`src/rtl/ook_pulse_code_transmitter_defines.svh`:
```
// ----------------------------------------------------------------------------
// OOK transmitter assertion macros
// Shared concurrent assertion shorthands for the OOK transmitter RTL.
// ----------------------------------------------------------------------------
`ifndef OOK_PULSE_CODE_TRANSMITTER_DEFINES_SVH
`define OOK_PULSE_CODE_TRANSMITTER_DEFINES_SVH

// Same-cycle implication, checked out of reset.
`define OOKTX_ASSERT_NOW(lbl, ante, cons, msg) \
  lbl: assert property (@(posedge clk_i) disable iff (!rst_ni) (ante) |-> (cons)) \
    else $error(msg);

// Next-cycle implication, checked out of reset.
`define OOKTX_ASSERT_NEXT(lbl, ante, cons, msg) \
  lbl: assert property (@(posedge clk_i) disable iff (!rst_ni) (ante) |=> (cons)) \
    else $error(msg);

`endif

```
`src/rtl/ooktx_pkg.sv`:
```
// ----------------------------------------------------------------------------
// OOK transmitter package
// Widths, register codes, reset values and shared types.
// ----------------------------------------------------------------------------
package ooktx_pkg;

  localparam int unsigned CodeBitsDef = 32;
  localparam int unsigned CodeWordW   = 32;
  localparam int unsigned CodeLenW    = 6;
  localparam int unsigned TickW       = 16;
  localparam int unsigned RepW        = 8;
  localparam int unsigned CfgDataW    = 16;
  localparam int unsigned CfgIdxW     = 2;

  localparam logic [RepW-1:0]  RepeatRst = RepW'(4);
  localparam logic [TickW-1:0] ShortRst  = TickW'(172);
  localparam logic [TickW-1:0] LongRst   = TickW'(516);
  localparam logic [TickW-1:0] GapRst    = TickW'(5332);

  localparam logic CmdTick  = 1'b0;
  localparam logic CmdStart = 1'b1;

  typedef enum logic [1:0] {
    PhBitHigh,
    PhBitLow,
    PhSyncHigh,
    PhSyncLow
  } phase_e;

  typedef enum logic [CfgIdxW-1:0] {
    RegRepeat,
    RegShort,
    RegLong,
    RegGap
  } cfg_reg_e;

  typedef struct packed {
    logic [RepW-1:0]  repeat_count;
    logic [TickW-1:0] short_ticks;
    logic [TickW-1:0] long_ticks;
    logic [TickW-1:0] gap_ticks;
  } cfg_t;

  typedef struct packed {
    logic line_level;
    logic busy_res;
    logic done_res;
    logic start_refused;
  } res_t;

  // A zero duration register counts as one tick.
  function automatic logic [TickW-1:0] at_least_one(logic [TickW-1:0] v);
    return (v == '0) ? TickW'(1) : v;
  endfunction

endpackage

```
`src/rtl/ooktx_if.sv`:
```
// ----------------------------------------------------------------------------
// OOK transmitter channels
// Valid/ready channels for command items and per-tick results.
// ----------------------------------------------------------------------------
interface ooktx_in_if
  import ooktx_pkg::*;
();
  logic                 valid;
  logic                 ready;
  logic                 command;
  logic [CodeWordW-1:0] code_word;
  logic [CodeLenW-1:0]  code_length;

  modport source (output valid, command, code_word, code_length, input ready);
  modport sink   (input valid, command, code_word, code_length, output ready);
endinterface

interface ooktx_out_if;
  logic valid;
  logic ready;
  logic line_level;
  logic busy_res;
  logic done_res;
  logic start_refused;

  modport source (output valid, line_level, busy_res, done_res, start_refused,
                  input ready);
  modport sink   (input valid, line_level, busy_res, done_res, start_refused,
                  output ready);
endinterface

```
`src/rtl/ook_pulse_code_transmitter.sv`:
```
// ----------------------------------------------------------------------------
// OOK pulse code transmitter
// Pulse-width coded on-off keying of a code word, one result per item.
// ----------------------------------------------------------------------------
// Usage:
//   in_ch carries items: command 0 is one microsecond tick, command 1 starts
//   a transmission of code_length low-order bits of code_word, MSB first.
//   A start while a transmission runs is refused and flagged in its result.
//   out_ch returns one result per item: line level for that tick, busy,
//   done on the final tick of the last frame, and the start-refused flag.
//   cfg_* writes repeat count and short/long/gap tick lengths; write only
//   while idle. Each segment samples the timing registers as it begins.
// Timing:
//   One item per clock sustained while out_ch is ready. A result appears in
//   the cycle after its transfer on in_ch; the state update is a single pass
//   from the frame registers into the result register.
// Reset:
//   Line idle low, no transmission, registers back to 4/172/516/5332.
// Stall:
//   If out_ch is not ready the result register holds and in_ch.ready drops
//   until it drains; no tick is lost since ticks arrive as transfers.
// ----------------------------------------------------------------------------
`include "ook_pulse_code_transmitter_defines.svh"

module ook_pulse_code_transmitter
  import ooktx_pkg::*;
#(
  parameter int unsigned CODE_BITS = CodeBitsDef
) (
  input  logic                clk_i,
  input  logic                rst_ni,
  ooktx_in_if.sink            in_ch,
  ooktx_out_if.source         out_ch,
  input  logic                cfg_we_i,
  input  logic [CfgIdxW-1:0]  cfg_idx_i,
  input  logic [CfgDataW-1:0] cfg_data_i
);

  cfg_t cfg;
  res_t res_next;
  res_t res_out;
  logic accept;
  logic can_load;

  // Transfer on the command channel.
  assign accept      = in_ch.valid && can_load;
  assign in_ch.ready = can_load;

  ooktx_cfg_regs u_cfg (
    .clk_i      (clk_i),
    .rst_ni     (rst_ni),
    .cfg_we_i   (cfg_we_i),
    .cfg_idx_i  (cfg_idx_i),
    .cfg_data_i (cfg_data_i),
    .cfg_o      (cfg)
  );

  // Frame sequencer: computes the result of the item being transferred.
  ooktx_core #(
    .CODE_BITS (CODE_BITS)
  ) u_core (
    .clk_i         (clk_i),
    .rst_ni        (rst_ni),
    .cfg_i         (cfg),
    .accept_i      (accept),
    .command_i     (in_ch.command),
    .code_word_i   (in_ch.code_word),
    .code_length_i (in_ch.code_length),
    .res_o         (res_next)
  );

  // Result register decouples the receiver's stalls from the sequencer.
  ooktx_out_reg u_out (
    .clk_i      (clk_i),
    .rst_ni     (rst_ni),
    .load_i     (accept),
    .res_i      (res_next),
    .ready_i    (out_ch.ready),
    .can_load_o (can_load),
    .valid_o    (out_ch.valid),
    .res_o      (res_out)
  );

  assign out_ch.line_level    = res_out.line_level;
  assign out_ch.busy_res      = res_out.busy_res;
  assign out_ch.done_res      = res_out.done_res;
  assign out_ch.start_refused = res_out.start_refused;

  `OOKTX_ASSERT_NEXT(a_result_follows, in_ch.valid && in_ch.ready, out_ch.valid, "no result after transfer")
  `OOKTX_ASSERT_NOW(a_done_busy, out_ch.valid && out_ch.done_res, out_ch.busy_res && !out_ch.start_refused, "done without busy")
  `OOKTX_ASSERT_NOW(a_level_busy, out_ch.valid && out_ch.line_level, out_ch.busy_res, "line high while idle")
  `OOKTX_ASSERT_NOW(a_stall_blocks, out_ch.valid && !out_ch.ready, !in_ch.ready, "accepted into full register")

endmodule

```
`src/rtl/ooktx_cfg_regs.sv`:
```
// ----------------------------------------------------------------------------
// OOK transmitter configuration registers
// Repeat count and pulse timing registers behind a plain write port.
// ----------------------------------------------------------------------------
module ooktx_cfg_regs
  import ooktx_pkg::*;
(
  input  logic                clk_i,
  input  logic                rst_ni,
  input  logic                cfg_we_i,
  input  logic [CfgIdxW-1:0]  cfg_idx_i,
  input  logic [CfgDataW-1:0] cfg_data_i,
  output cfg_t                cfg_o
);

  cfg_t cfg_q, cfg_d;

  always_comb begin
    cfg_d = cfg_q;
    if (cfg_we_i) begin
      unique case (cfg_reg_e'(cfg_idx_i))
        RegRepeat: cfg_d.repeat_count = cfg_data_i[RepW-1:0];
        RegShort:  cfg_d.short_ticks  = cfg_data_i[TickW-1:0];
        RegLong:   cfg_d.long_ticks   = cfg_data_i[TickW-1:0];
        RegGap:    cfg_d.gap_ticks    = cfg_data_i[TickW-1:0];
        default:   cfg_d = cfg_q;
      endcase
    end
  end

  always_ff @(posedge clk_i or negedge rst_ni) begin
    if (!rst_ni) begin
      cfg_q.repeat_count <= RepeatRst;
      cfg_q.short_ticks  <= ShortRst;
      cfg_q.long_ticks   <= LongRst;
      cfg_q.gap_ticks    <= GapRst;
    end else begin
      cfg_q <= cfg_d;
    end
  end

  assign cfg_o = cfg_q;

endmodule

```
`src/rtl/ooktx_core.sv`:
```
// ----------------------------------------------------------------------------
// OOK transmitter sequencer
// Frame state and one-tick update of phase, bit and segment counters.
// ----------------------------------------------------------------------------
module ooktx_core
  import ooktx_pkg::*;
#(
  parameter int unsigned CODE_BITS = CodeBitsDef
) (
  input  logic                 clk_i,
  input  logic                 rst_ni,
  input  cfg_t                 cfg_i,
  input  logic                 accept_i,
  input  logic                 command_i,
  input  logic [CodeWordW-1:0] code_word_i,
  input  logic [CodeLenW-1:0]  code_length_i,
  output res_t                 res_o
);

  localparam int unsigned LenW = $clog2(CODE_BITS + 1);
  localparam int unsigned IdxW = (CODE_BITS > 1) ? $clog2(CODE_BITS) : 1;
  localparam int unsigned CmpW = (LenW > CodeLenW) ? LenW : CodeLenW;

  logic [CODE_BITS-1:0] code_q, code_d;
  logic [LenW-1:0]      len_q, len_d;
  logic [LenW-1:0]      pos_q, pos_d;
  logic [RepW-1:0]      rep_q, rep_d;
  phase_e               ph_q, ph_d;
  logic [TickW-1:0]     ticks_q, ticks_d, ticks_upd;
  logic                 act_q, act_d;
  logic                 enter;

  logic [CmpW-1:0]  len_ext;
  logic [LenW-1:0]  len_sat;
  logic [TickW-1:0] ticks_dec;
  logic [RepW-1:0]  rep_dec;
  logic [LenW-1:0]  pos_dec;
  logic [IdxW-1:0]  bit_idx;
  logic             cur_bit;
  logic [TickW-1:0] dur;

  // Lengths past the code register saturate.
  assign len_ext   = CmpW'(code_length_i);
  assign len_sat   = (len_ext > CmpW'(CODE_BITS)) ? LenW'(CODE_BITS) : LenW'(len_ext);
  assign ticks_dec = ticks_q - TickW'(ticks_q != '0);
  assign rep_dec   = rep_q - RepW'(rep_q != '0);
  assign pos_dec   = pos_q - LenW'(pos_q != '0);

  always_comb begin
    code_d    = code_q;
    len_d     = len_q;
    pos_d     = pos_q;
    rep_d     = rep_q;
    ph_d      = ph_q;
    ticks_upd = ticks_q;
    act_d     = act_q;
    enter     = 1'b0;
    res_o     = '0;
    if (accept_i) begin
      if (command_i == CmdStart) begin
        if (act_q) begin
          res_o.start_refused = 1'b1;
        end else begin
          code_d = CODE_BITS'(code_word_i);
          len_d  = len_sat;
          rep_d  = cfg_i.repeat_count;
          if (cfg_i.repeat_count != '0) begin
            act_d = 1'b1;
            pos_d = len_sat;
            ph_d  = (len_sat != '0) ? PhBitHigh : PhSyncHigh;
            enter = 1'b1;
          end
        end
        res_o.line_level = act_d && (ph_d == PhBitHigh || ph_d == PhSyncHigh);
        res_o.busy_res   = act_d;
      end else if (act_q) begin
        res_o.line_level = (ph_q == PhBitHigh || ph_q == PhSyncHigh);
        res_o.busy_res   = 1'b1;
        ticks_upd        = ticks_dec;
        if (ticks_dec == '0) begin
          unique case (ph_q)
            PhBitHigh: begin
              ph_d  = PhBitLow;
              enter = 1'b1;
            end
            PhBitLow: begin
              pos_d = pos_dec;
              ph_d  = (pos_dec != '0) ? PhBitHigh : PhSyncHigh;
              enter = 1'b1;
            end
            PhSyncHigh: begin
              ph_d  = PhSyncLow;
              enter = 1'b1;
            end
            PhSyncLow: begin
              rep_d = rep_dec;
              if (rep_dec == '0) begin
                act_d          = 1'b0;
                res_o.done_res = 1'b1;
                ph_d           = PhBitHigh;
                pos_d          = '0;
              end else begin
                pos_d = len_q;
                ph_d  = (len_q != '0) ? PhBitHigh : PhSyncHigh;
                enter = 1'b1;
              end
            end
            default: ph_d = ph_q;
          endcase
        end
      end
    end
  end

  // Segment duration for the phase being entered, from the live registers.
  assign bit_idx = IdxW'(pos_d - LenW'(1));
  assign cur_bit = (pos_d != '0) && code_d[bit_idx];

  always_comb begin
    unique case (ph_d)
      PhBitHigh:  dur = cur_bit ? cfg_i.long_ticks : cfg_i.short_ticks;
      PhBitLow:   dur = cur_bit ? cfg_i.short_ticks : cfg_i.long_ticks;
      PhSyncHigh: dur = cfg_i.short_ticks;
      PhSyncLow:  dur = cfg_i.gap_ticks;
      default:    dur = cfg_i.gap_ticks;
    endcase
    ticks_d = enter ? at_least_one(dur) : ticks_upd;
  end

  always_ff @(posedge clk_i or negedge rst_ni) begin
    if (!rst_ni) begin
      pos_q   <= '0;
      rep_q   <= '0;
      ph_q    <= PhBitHigh;
      ticks_q <= '0;
      act_q   <= 1'b0;
    end else begin
      pos_q   <= pos_d;
      rep_q   <= rep_d;
      ph_q    <= ph_d;
      ticks_q <= ticks_d;
      act_q   <= act_d;
    end
  end

  always_ff @(posedge clk_i) begin
    code_q <= code_d;
    len_q  <= len_d;
  end

endmodule

```
`src/rtl/ooktx_out_reg.sv`:
```
// ----------------------------------------------------------------------------
// OOK transmitter result register
// Holds one result for the receiver; refills while being drained.
// ----------------------------------------------------------------------------
module ooktx_out_reg
  import ooktx_pkg::*;
(
  input  logic clk_i,
  input  logic rst_ni,
  input  logic load_i,
  input  res_t res_i,
  input  logic ready_i,
  output logic can_load_o,
  output logic valid_o,
  output res_t res_o
);

  logic valid_q, valid_d;
  res_t res_q;

  assign can_load_o = !valid_q || ready_i;

  always_comb begin
    if (load_i) begin
      valid_d = 1'b1;
    end else if (ready_i) begin
      valid_d = 1'b0;
    end else begin
      valid_d = valid_q;
    end
  end

  always_ff @(posedge clk_i or negedge rst_ni) begin
    if (!rst_ni) begin
      valid_q <= 1'b0;
    end else begin
      valid_q <= valid_d;
    end
  end

  always_ff @(posedge clk_i) begin
    if (load_i) begin
      res_q <= res_i;
    end
  end

  assign valid_o = valid_q;
  assign res_o   = res_q;

endmodule
```
`src/flat_wrapper.sv`:
```
// flat-port wrapper written by rule: the top's interface ports become plain ports
module ook_pulse_code_transmitter_flat import ooktx_pkg::*;
#(
  parameter int unsigned CODE_BITS = CodeBitsDef
)
  (clk_i, rst_ni, cfg_we_i, cfg_idx_i, cfg_data_i, in_ch_valid, in_ch_command, in_ch_code_word, in_ch_code_length, in_ch_ready, out_ch_valid, out_ch_line_level, out_ch_busy_res, out_ch_done_res, out_ch_start_refused, out_ch_ready);
  ooktx_in_if in_ch_i ();
  ooktx_out_if out_ch_i ();
  input  logic clk_i;
  input  logic rst_ni;
  input  logic cfg_we_i;
  input  logic [CfgIdxW-1:0] cfg_idx_i;
  input  logic [CfgDataW-1:0] cfg_data_i;
  input wire logic [$bits(in_ch_i.valid)-1:0] in_ch_valid;
  input wire logic [$bits(in_ch_i.command)-1:0] in_ch_command;
  input wire logic [$bits(in_ch_i.code_word)-1:0] in_ch_code_word;
  input wire logic [$bits(in_ch_i.code_length)-1:0] in_ch_code_length;
  output wire logic [$bits(in_ch_i.ready)-1:0] in_ch_ready;
  output wire logic [$bits(out_ch_i.valid)-1:0] out_ch_valid;
  output wire logic [$bits(out_ch_i.line_level)-1:0] out_ch_line_level;
  output wire logic [$bits(out_ch_i.busy_res)-1:0] out_ch_busy_res;
  output wire logic [$bits(out_ch_i.done_res)-1:0] out_ch_done_res;
  output wire logic [$bits(out_ch_i.start_refused)-1:0] out_ch_start_refused;
  input wire logic [$bits(out_ch_i.ready)-1:0] out_ch_ready;
  assign in_ch_i.valid = in_ch_valid;
  assign in_ch_i.command = in_ch_command;
  assign in_ch_i.code_word = in_ch_code_word;
  assign in_ch_i.code_length = in_ch_code_length;
  assign in_ch_ready = in_ch_i.ready;
  assign out_ch_valid = out_ch_i.valid;
  assign out_ch_line_level = out_ch_i.line_level;
  assign out_ch_busy_res = out_ch_i.busy_res;
  assign out_ch_done_res = out_ch_i.done_res;
  assign out_ch_start_refused = out_ch_i.start_refused;
  assign out_ch_i.ready = out_ch_ready;
  ook_pulse_code_transmitter #(.CODE_BITS(CODE_BITS)) u_core (.clk_i(clk_i), .rst_ni(rst_ni), .in_ch(in_ch_i), .out_ch(out_ch_i), .cfg_we_i(cfg_we_i), .cfg_idx_i(cfg_idx_i), .cfg_data_i(cfg_data_i));
endmodule
```
`config.mk`:
```
export PLATFORM = sky130hd
export DESIGN_NAME = ook_pulse_code_transmitter_flat
export DESIGN_NICKNAME = d
export VERILOG_FILES = /design/src/rtl/ooktx_pkg.sv /design/src/rtl/ooktx_if.sv /design/src/rtl/ook_pulse_code_transmitter.sv /design/src/rtl/ooktx_cfg_regs.sv /design/src/rtl/ooktx_core.sv /design/src/rtl/ooktx_out_reg.sv /design/src/flat_wrapper.sv
export VERILOG_INCLUDE_DIRS = /design/src /design/src/rtl
export SDC_FILE = /design/constraint.sdc
export NUM_CORES = 1
export LEC_CHECK = 0
export BUFFER_PORTS_ARGS = -buffer_cell sky130_fd_sc_hd__buf_2
export CAP_MARGIN = 25
export CORE_MARGIN = 2
export CORE_UTILIZATION = 28
export CTS_CLUSTER_SIZE = 30
export DETAILED_ROUTE_END_ITERATION = 10
export GPL_TIMING_DRIVEN = 1
export HOLD_SLACK_MARGIN = 0.12
export PLACE_DENSITY = 0.41
export SYNTH_ARGS = -nofsm -noshare
export SYNTH_HDL_FRONTEND = slang
export SYNTH_SLANG_ARGS = --single-unit
```
`constraint.sdc`:
```
create_clock -name clk_i -period 6.75 [get_ports clk_i]
set_input_delay 0.3375 -clock clk_i [delete_from_list [all_inputs] [get_ports clk_i]]
set_output_delay 0.3375 -clock clk_i [all_outputs]
set_load 0.02 [all_outputs]
```
# Yosys cells after proc, flatten, opt, wreduce, memory -nomap -nowiden
# Cells that the tools add are included.
[word_totals] reg_bits=132 in_bits=62 output_inout_bits=6 elab_cells=137
[op_classes] addsub=4 order_cmp=2 n_eq_ne=12 n_mux=63 n_bitwise=3 reduce_logical=37
[op_table] operator="2-to-1 mux 16 bit" count=7
[op_table] operator="2-to-1 mux 32 bit" count=3
[op_table] operator="one-hot mux 16 bit (4 select lines)" count=1
[op_table] operator="2-to-1 mux 6 bit" count=8
[op_table] operator="2-to-1 mux 8 bit" count=5
[op_table] operator="logical NOT 16 bit" count=2
[op_table] operator="nonzero test 6 bit" count=5
[op_table] operator="2-to-1 mux 2 bit" count=13
[op_table] operator="2-to-1 mux 1 bit" count=21
[op_table] operator="nonzero test 16 bit" count=1
[op_table] operator="nonzero test 8 bit" count=2
[op_table] operator="subtractor 16 x 1 -> 16 bit" count=1
[op_table] operator="equality test 2 bit, second input constant" count=7
[op_table] operator="one-hot mux 6 bit (2 select lines)" count=1
[op_table] operator="nonzero test 2 bit" count=6
[op_table] operator="logical NOT 2 bit" count=4
[op_table] operator="logical NOT 8 bit" count=1
[op_table] operator="one-hot mux 2 bit (4 select lines)" count=1
[op_table] operator="AND reduction 2 bit" count=4
[op_table] operator="subtractor 8 x 1 -> 8 bit" count=1
[op_table] operator="equality test 2 x 1 -> 1 bit, second input constant" count=3
[op_table] operator="> comparator 6 bit, second input constant" count=1
[op_table] operator="less-than comparator 5 x 6 -> 1 bit, second input constant" count=1
[op_table] operator="AND reduction 3 bit" count=2
[op_table] operator="14 further kinds" count=20

# Depth between registers and ports, before layout
[depth] ltp_word=18 mapped_depth=30 mapped_depth_nobuf=25

# Hierarchy
# A second synthesis with hierarchy kept.
[unflattened] hier_cells=761 area_unflattened_um2=7223.2
[by_module_without_submodules] mod="ooktx_core" n_inst=1 cells_per_inst=634 area_each_um2=4923.5 seq_area_each_um2=1646.6
[by_module_without_submodules] mod="ooktx_cfg_regs" n_inst=1 cells_per_inst=119 area_each_um2=2125.8 seq_area_each_um2=1417.6
[by_module_without_submodules] mod="ooktx_out_reg" n_inst=1 cells_per_inst=7 area_each_um2=167.7 seq_area_each_um2=145.1
[by_module_without_submodules] mod="ook_pulse_code_transmitter" n_inst=1 cells_per_inst=1 area_each_um2=6.3 seq_area_each_um2=0.0

# Least setup slack after synthesis
# No wires, ideal clock.
[synth_timing] path_type="register to register" startpoint="reg u_core.u_core.ticks_q[2]" endpoint="reg u_core.u_core.ticks_q[0]" setup_time_ns=0.087 arrival_time_ns=6.337 required_time_ns=6.663 setup_slack_ns=0.326 path_stages_with_launch=29 path_buffers=6 cell_sequence="dfrtp_1 > buf_6 > nor4_2 > nand4b_1 > ha_1 > ha_1 > clkbuf_1 > inv_1 > a21oi_1 > o32a_1 > nor3_2 > a41oi_2 > o31ai_4 > buf_6 > inv_1 > ha_1 > clkbuf_1 > mux4_2 > o21bai_1 > o2111ai_1 > a22oi_1 > buf_6 > buf_4 > o2bb2ai_2 > nand2_1 > a211oi_1 > nand4_1 > or4_1 > a22oi_1"
[synth_between] elab_chain_cells=16 word_cells_on_any_way=37 classes_between="add/sub: 2; eq/ne: 4; mux: 22; reduce/logical: 9"
[synth_lines] item="start, declared" line_no="ooktx_core.sv:29" source="logic [TickW-1:0] ticks_q, ticks_d, ticks_upd;"
[synth_lines] item="start signal, assigned" line_no="ooktx_core.sv:141" source="ticks_q <= ticks_d;"
[synth_lines] item="nonzero test 16 bit" line_no="ooktx_core.sv:45" source="assign ticks_dec = ticks_q - TickW'(ticks_q != '0);"
[synth_lines] item="subtractor 16 x 1 -> 16 bit (*)" line_no="ooktx_core.sv:45"
[synth_lines] item="logical NOT 16 bit (*)" line_no="ooktx_core.sv:80" source="if (ticks_dec == '0) begin"
[synth_lines] item="2-to-1 mux 6 bit (*)" line_no="ooktx_core.sv:80"
[synth_lines] item="2-to-1 mux 6 bit (*)" line_no="ooktx_core.sv:76" source="end else if (act_q) begin"
[synth_lines] item="2-to-1 mux 6 bit (*)" line_no="ooktx_core.sv:60" source="if (command_i == CmdStart) begin"
[synth_lines] item="2-to-1 mux 6 bit (*)" line_no="ooktx_core.sv:59" source="if (accept_i) begin"
[synth_lines] item="named net u_core.u_core.pos_d[0]" line_no="ooktx_core.sv:26" source="logic [LenW-1:0] pos_q, pos_d;"
[synth_lines] item="subtractor 5 x 1 -> 5 bit" line_no="ooktx_core.sv:116" source="assign bit_idx = IdxW'(pos_d - LenW'(1));"
[synth_lines] item="binary-select mux 1 bit (select 5 bit)" line_no="ooktx_core.sv:117" source="assign cur_bit = (pos_d != '0) && code_d[bit_idx];"
[synth_lines] item="2-to-1 mux 1 bit (not written as such)" line_no="ooktx_core.sv:117"
[synth_lines] item="logical AND 1 bit (*)" line_no="ooktx_core.sv:117"
[synth_lines] item="2-to-1 mux 16 bit (on tied branches)" line_no="ooktx_core.sv:122, ooktx_core.sv:121"
[synth_lines] item="one-hot mux 16 bit (4 select lines) (*)" line_no="ooktx_core.sv:120" source="unique case (ph_d)"
[synth_lines] item="logical NOT 16 bit" line_no="ooktx_pkg.sv:53" source="return (v == '0) ? TickW'(1) : v;"
[synth_lines] item="2-to-1 mux 16 bit (*)" line_no="ooktx_pkg.sv:53"
[synth_lines] item="2-to-1 mux 16 bit (*)" line_no="ooktx_core.sv:127" source="ticks_d = enter ? at_least_one(dur) : ticks_upd;"
# The timed path passes the listed nets; every way through them passes the cells marked *. The select of a mux whose other input is x is not followed.
# A chain may end at the register's enable or synchronous reset.

# Worst setup path after layout
[layout_timing] startpoint="reg u_core.u_core.ticks_q[8]" endpoint="reg u_core.u_core.ticks_q[0]"
# Same word-level chain as after synthesis.

==> run_results.csv <==
group,metric,value,unit
job,max_cap_viol_count,0,
synthesis,synth_async_sr_flop_share,0.682,
grt,grt_pass1_vias,6099,
drt,drc,0,
clock_network,htreeDepth,4,
timing,setup-tns-final,0,ns
pwr,power_after_layout,0.00335,W
worst_setup_path,path_max_fanout,29,
drt,ant_nets,0,
drt,drt-initial-drc-count,483,
grt,grt.total_usage,0.155,
timing,post-route-min-period,6.40,ns
synthesis,syn_area,7690,sq um
clock_network,cts-buffers-inserted,17,
placed_design,numPlacedInstances,1229,
layout,stdcell_count,1279,
synthesis,yosys.cell_types.count,77,
worst_setup_path,critical_path.endpoint_type,"register",
placed_design,gp_congestion,0.851,
worst_setup_path,ff2ff_setup_slack,0.35,ns
worst_setup_path,critical_path_required,7.09,ns
placed_design,detailed_place.area,8460,sq um
synthesis,synthCells,845,
worst_setup_path,r2r-start,"u_core.u_core.ticks_q[8]",
drt,detail_route.wirelength,22200,microns
pwr,power.static_leakage,3.92,nW
clock_network,cts-root-to-sink-buffers,2,
synthesis,ys_ff_latch,132,
worst_setup_path,worst-r2r-cell-count,26,
clock_network,cts-root-buf,"clkbuf_16",
synthesis,syn-num-nets,914,
run_status,run_status,"finished clean",
worst_setup_path,r2r-end,"u_core.u_core.ticks_q[0]",
min_path,holdCritPathClass,"input pin to register",
floorplanning,fp.dieH,170,microns
timing,maximum_clock_skew_at_final_layout,0.0128,ns
floorplanning,core-area,27000,sq um
timing,fmax,156,MHz
layout,nNetsFinal,994,
synthesis,count_of_yosys_warnings_during_synthesis,0,
min_path,min_path_cells,3,
worst_setup_path,critPathLaunchType,"register",
layout,layout-drive-gt1-share,0.256,
pwr,power-per-cell-area,361,nW/um^2
floorplanning,die-area,28800,sq um
worst_setup_path,path_class,"register to register",
grt,initial_antenna_violation_count,0,
layout,finalInstanceArea,9280,sq um
clock_network,clk_latency,0.43,ns
drt,vias_per_cell,5.15,
grt,grt_first_pass_wirelength,34700,microns
min_path,hold-path-endpoint,"u_core.u_core.code_q[17]",
drt,wl_per_cell,17.3,microns
pwr,peakVddDrop,0.228,mV
floorplanning,die_width,170,microns
clock_network,cts_tree,"done",
clock_network,tritoncts_num_sinks,132,
timing,finalHoldViolations,0,
placed_design,dpl.hpwl,15600,microns
timing,max_slew_vio_count,0,
timing,rsz0062_at_grt,"false",
layout,area_growth_syn_to_layout,20.6,%
drt,drtPass1Iterations,6,
timing,timing.max_slew.rel_slack,0.325,
min_path,holdCritStartpoint,"in_ch_code_word[17]",
clock_network,path_clk_slew,0.06,ns
timing,setup_viol,0,
placed_design,port_buffers,67,
layout,mostFrequentLayoutCell,"nand2_1",
synthesis,number_of_enable_type_register_cells_in_the_synthesized_netlist,10,
layout,mostFrequentLayoutCells,"nand2_1, dfrtp_1, buf_2",
timing,final_min_period_over_clock_period,0.949,
floorplanning,core.rowCount,60,
timing,max_slew.worst_pin.slew,1.01,ns
floorplanning,ioPinCount,68,
grt,overflow_left_after_global_routing,0,
floorplanning,effective_utilization_at_floorplan,0.285,
synthesis,seq_area_frac_synth,0.417,
worst_setup_path,worstPathArrival,6.74,ns
synthesis,dominantRegCellSynth,"dfrtp_1",
drt,vias,6589,
grt,grt_start_max_net_pins,61,
synthesis,synth_area_per_cell,9.10,sq um
layout,antennaDiodeCount,0,
[power breakdown]
| group | internal [W] | switching [W] |
|---|---|---|
| Sequential | 0.000947 | 0.000168 |
| Combinational | 0.000580 | 0.000706 |
| Clock | 0.000552 | 0.000398 |
| Total | 0.00208 | 0.00127 |
[cells by family (layout without fill, tap and decap cells)]
family,count (synthesis),after routing,share of synthesized area
multiplexers,64,64,0.105
AO/OA/AOI/OAI,169,169,0.159
AND/OR/NAND/NOR,372,372,0.233
adder cells (fa/ha/maj),7,7,0.0114
buffers and inverters,78,171,0.0470
XOR/XNOR,23,23,0.0262
flip-flops,132,132,0.417
[final cells by class]
class / instances / area [sq um]
fillers: 2788 / 17700
multi-input cells: 635 / 4170
flip-flops and latches: 132 / 3210
repair buffers: 116 / 801
clock buffers: 19 / 433
well taps: 341 / 427
clock inverters: 13 / 149
inverters: 23 / 86.3
[synth_stat cells, types with 3 or more instances]
cell       instances  area (sq um)
o2111ai_1          3          26.3
or3_1              4          25.0
dfrtp_1           77          1930
xor2_1            13           114
xnor2_1           10          87.6
nand2b_1           5          31.3
o2bb2ai_1         11          96.3
o31ai_1            3          22.5
nor3_1            17          85.1
nand4_1           11          68.8
nand2_1          172           646
or4_1              3          22.5
a211o_1           15           131
o22ai_1            3          18.8
nor2_1            44           165
a21o_1             3          22.5
o211ai_1           3          22.5
or2_2              4          25.0
o21ai_0           46           230
nand3b_1           3          22.5
buf_2              3          15.0
dfxtp_1           32           641
buf_6              8          90.1
mux2_2            56           631
dfstp_2           13           342
and3_1             4          25.0
ha_1               7          87.6
inv_1             22          82.6
mux4_2             8           180
and2_1             3          18.8
nor2b_1            8          50.1
buf_1              3          11.3
a22oi_1            5          37.5
clkbuf_1          39           146
edfxtp_1          10           300
nand3_1           56           280
nor4_1            10          62.6
a31oi_1            8          50.1
o21bai_1           5          37.5
nor3b_1           10          75.1
a211oi_1          16           120
a21oi_1           22           110
o2bb2ai_2          4          60.1
[how the worst max path moves through the flow]
stage / from / end / slack [ns]
6_report: u_core.u_core.ticks_q[8] / u_core.u_core.ticks_q[0] / 0.35
5_1_grt: u_core.u_core.ticks_q[8] / u_core.u_core.ticks_q[0] / 0.01
4_1_cts: u_core.u_core.ticks_q[8] / u_core.u_core.ticks_q[0] / 0.08
3_5_place_dp: u_core.u_core.ticks_q[8] / u_core.u_core.ticks_q[0] / 0.11
3_3_place_gp: u_core.u_core.ticks_q[8] / u_core.u_core.ticks_q[0] / 0.30
2_1_floorplan: u_core.u_core.ticks_q[2] / u_core.u_core.ticks_q[0] / 0.33
[critical path, stage by stage (launching register included)]
cell	delay (ns)
dfrtp_1	0.46
nor4_1	0.33
and2_1	0.24
nand4b_1	0.11
ha_1	0.30
ha_2	0.29
inv_1	0.14
a21oi_1	0.08
o32a_1	0.32
nor3_2	0.17
buf_4	0.17
nand3_4	0.10
a21o_1	0.20
a221o_1	0.37
inv_1	0.09
ha_2	0.30
mux4_2	0.54
o21bai_1	0.17
o2111ai_1	0.13
a22oi_2	0.14
buf_12	0.18
o2bb2ai_1	0.14
nand2_1	0.06
a211oi_1	0.35
nand4_1	0.18
or4_1	0.54
a22oi_1	0.19
[layer usage]
metal / vias to the layer above / track usage / wire length [microns]
li1: 3210 / - / -
met1: 3234 / 0.233 / 11500
met2: 126 / 0.226 / 9610
met3: 19 / 0.0285 / 817
met4: 0 / 0.0412 / 254
met5: - / 0 / 0
[per-stage QoR]
stage	hold slack, ns	setup slack (ns)	utilization
2_1_floorplan	0.0419	0.326	-
3_3_place_gp	0.351	0.304	0.313
3_5_place_dp	0.349	0.111	0.314
4_1_cts	0.121	0.0781	0.342
5_1_grt	0.127	0.00954	0.344
6_report	0.126	0.345	0.344
[repair_timing]
| action | CTS | global route |
|---|---|---|
| setup endpoints to repair | 0 | 1 |
| endpoints found under the hold margin | 50 | 0 |
| resized for setup | 0 | 7 |
| hold buffers | 17 | 0 |
| buffers inserted | 0 | 0 |
[state kept, by name (all words and copies together), names as in the netlist]
name / flops
u_core.u_core.act_q: 1
u_core.u_core.pos_q: 6
u_core.u_core.code_q: 32
u_core.u_cfg.cfg_o: 56
u_core.u_out.valid_o: 1
u_core.u_core.ticks_q: 16
u_core.u_out.res_o: 4
u_core.u_core.len_q: 6
u_core.u_core.rep_q: 8
u_core.u_core.ph_q: 2
No activity file was read; power rests on OpenSTA's default activity.
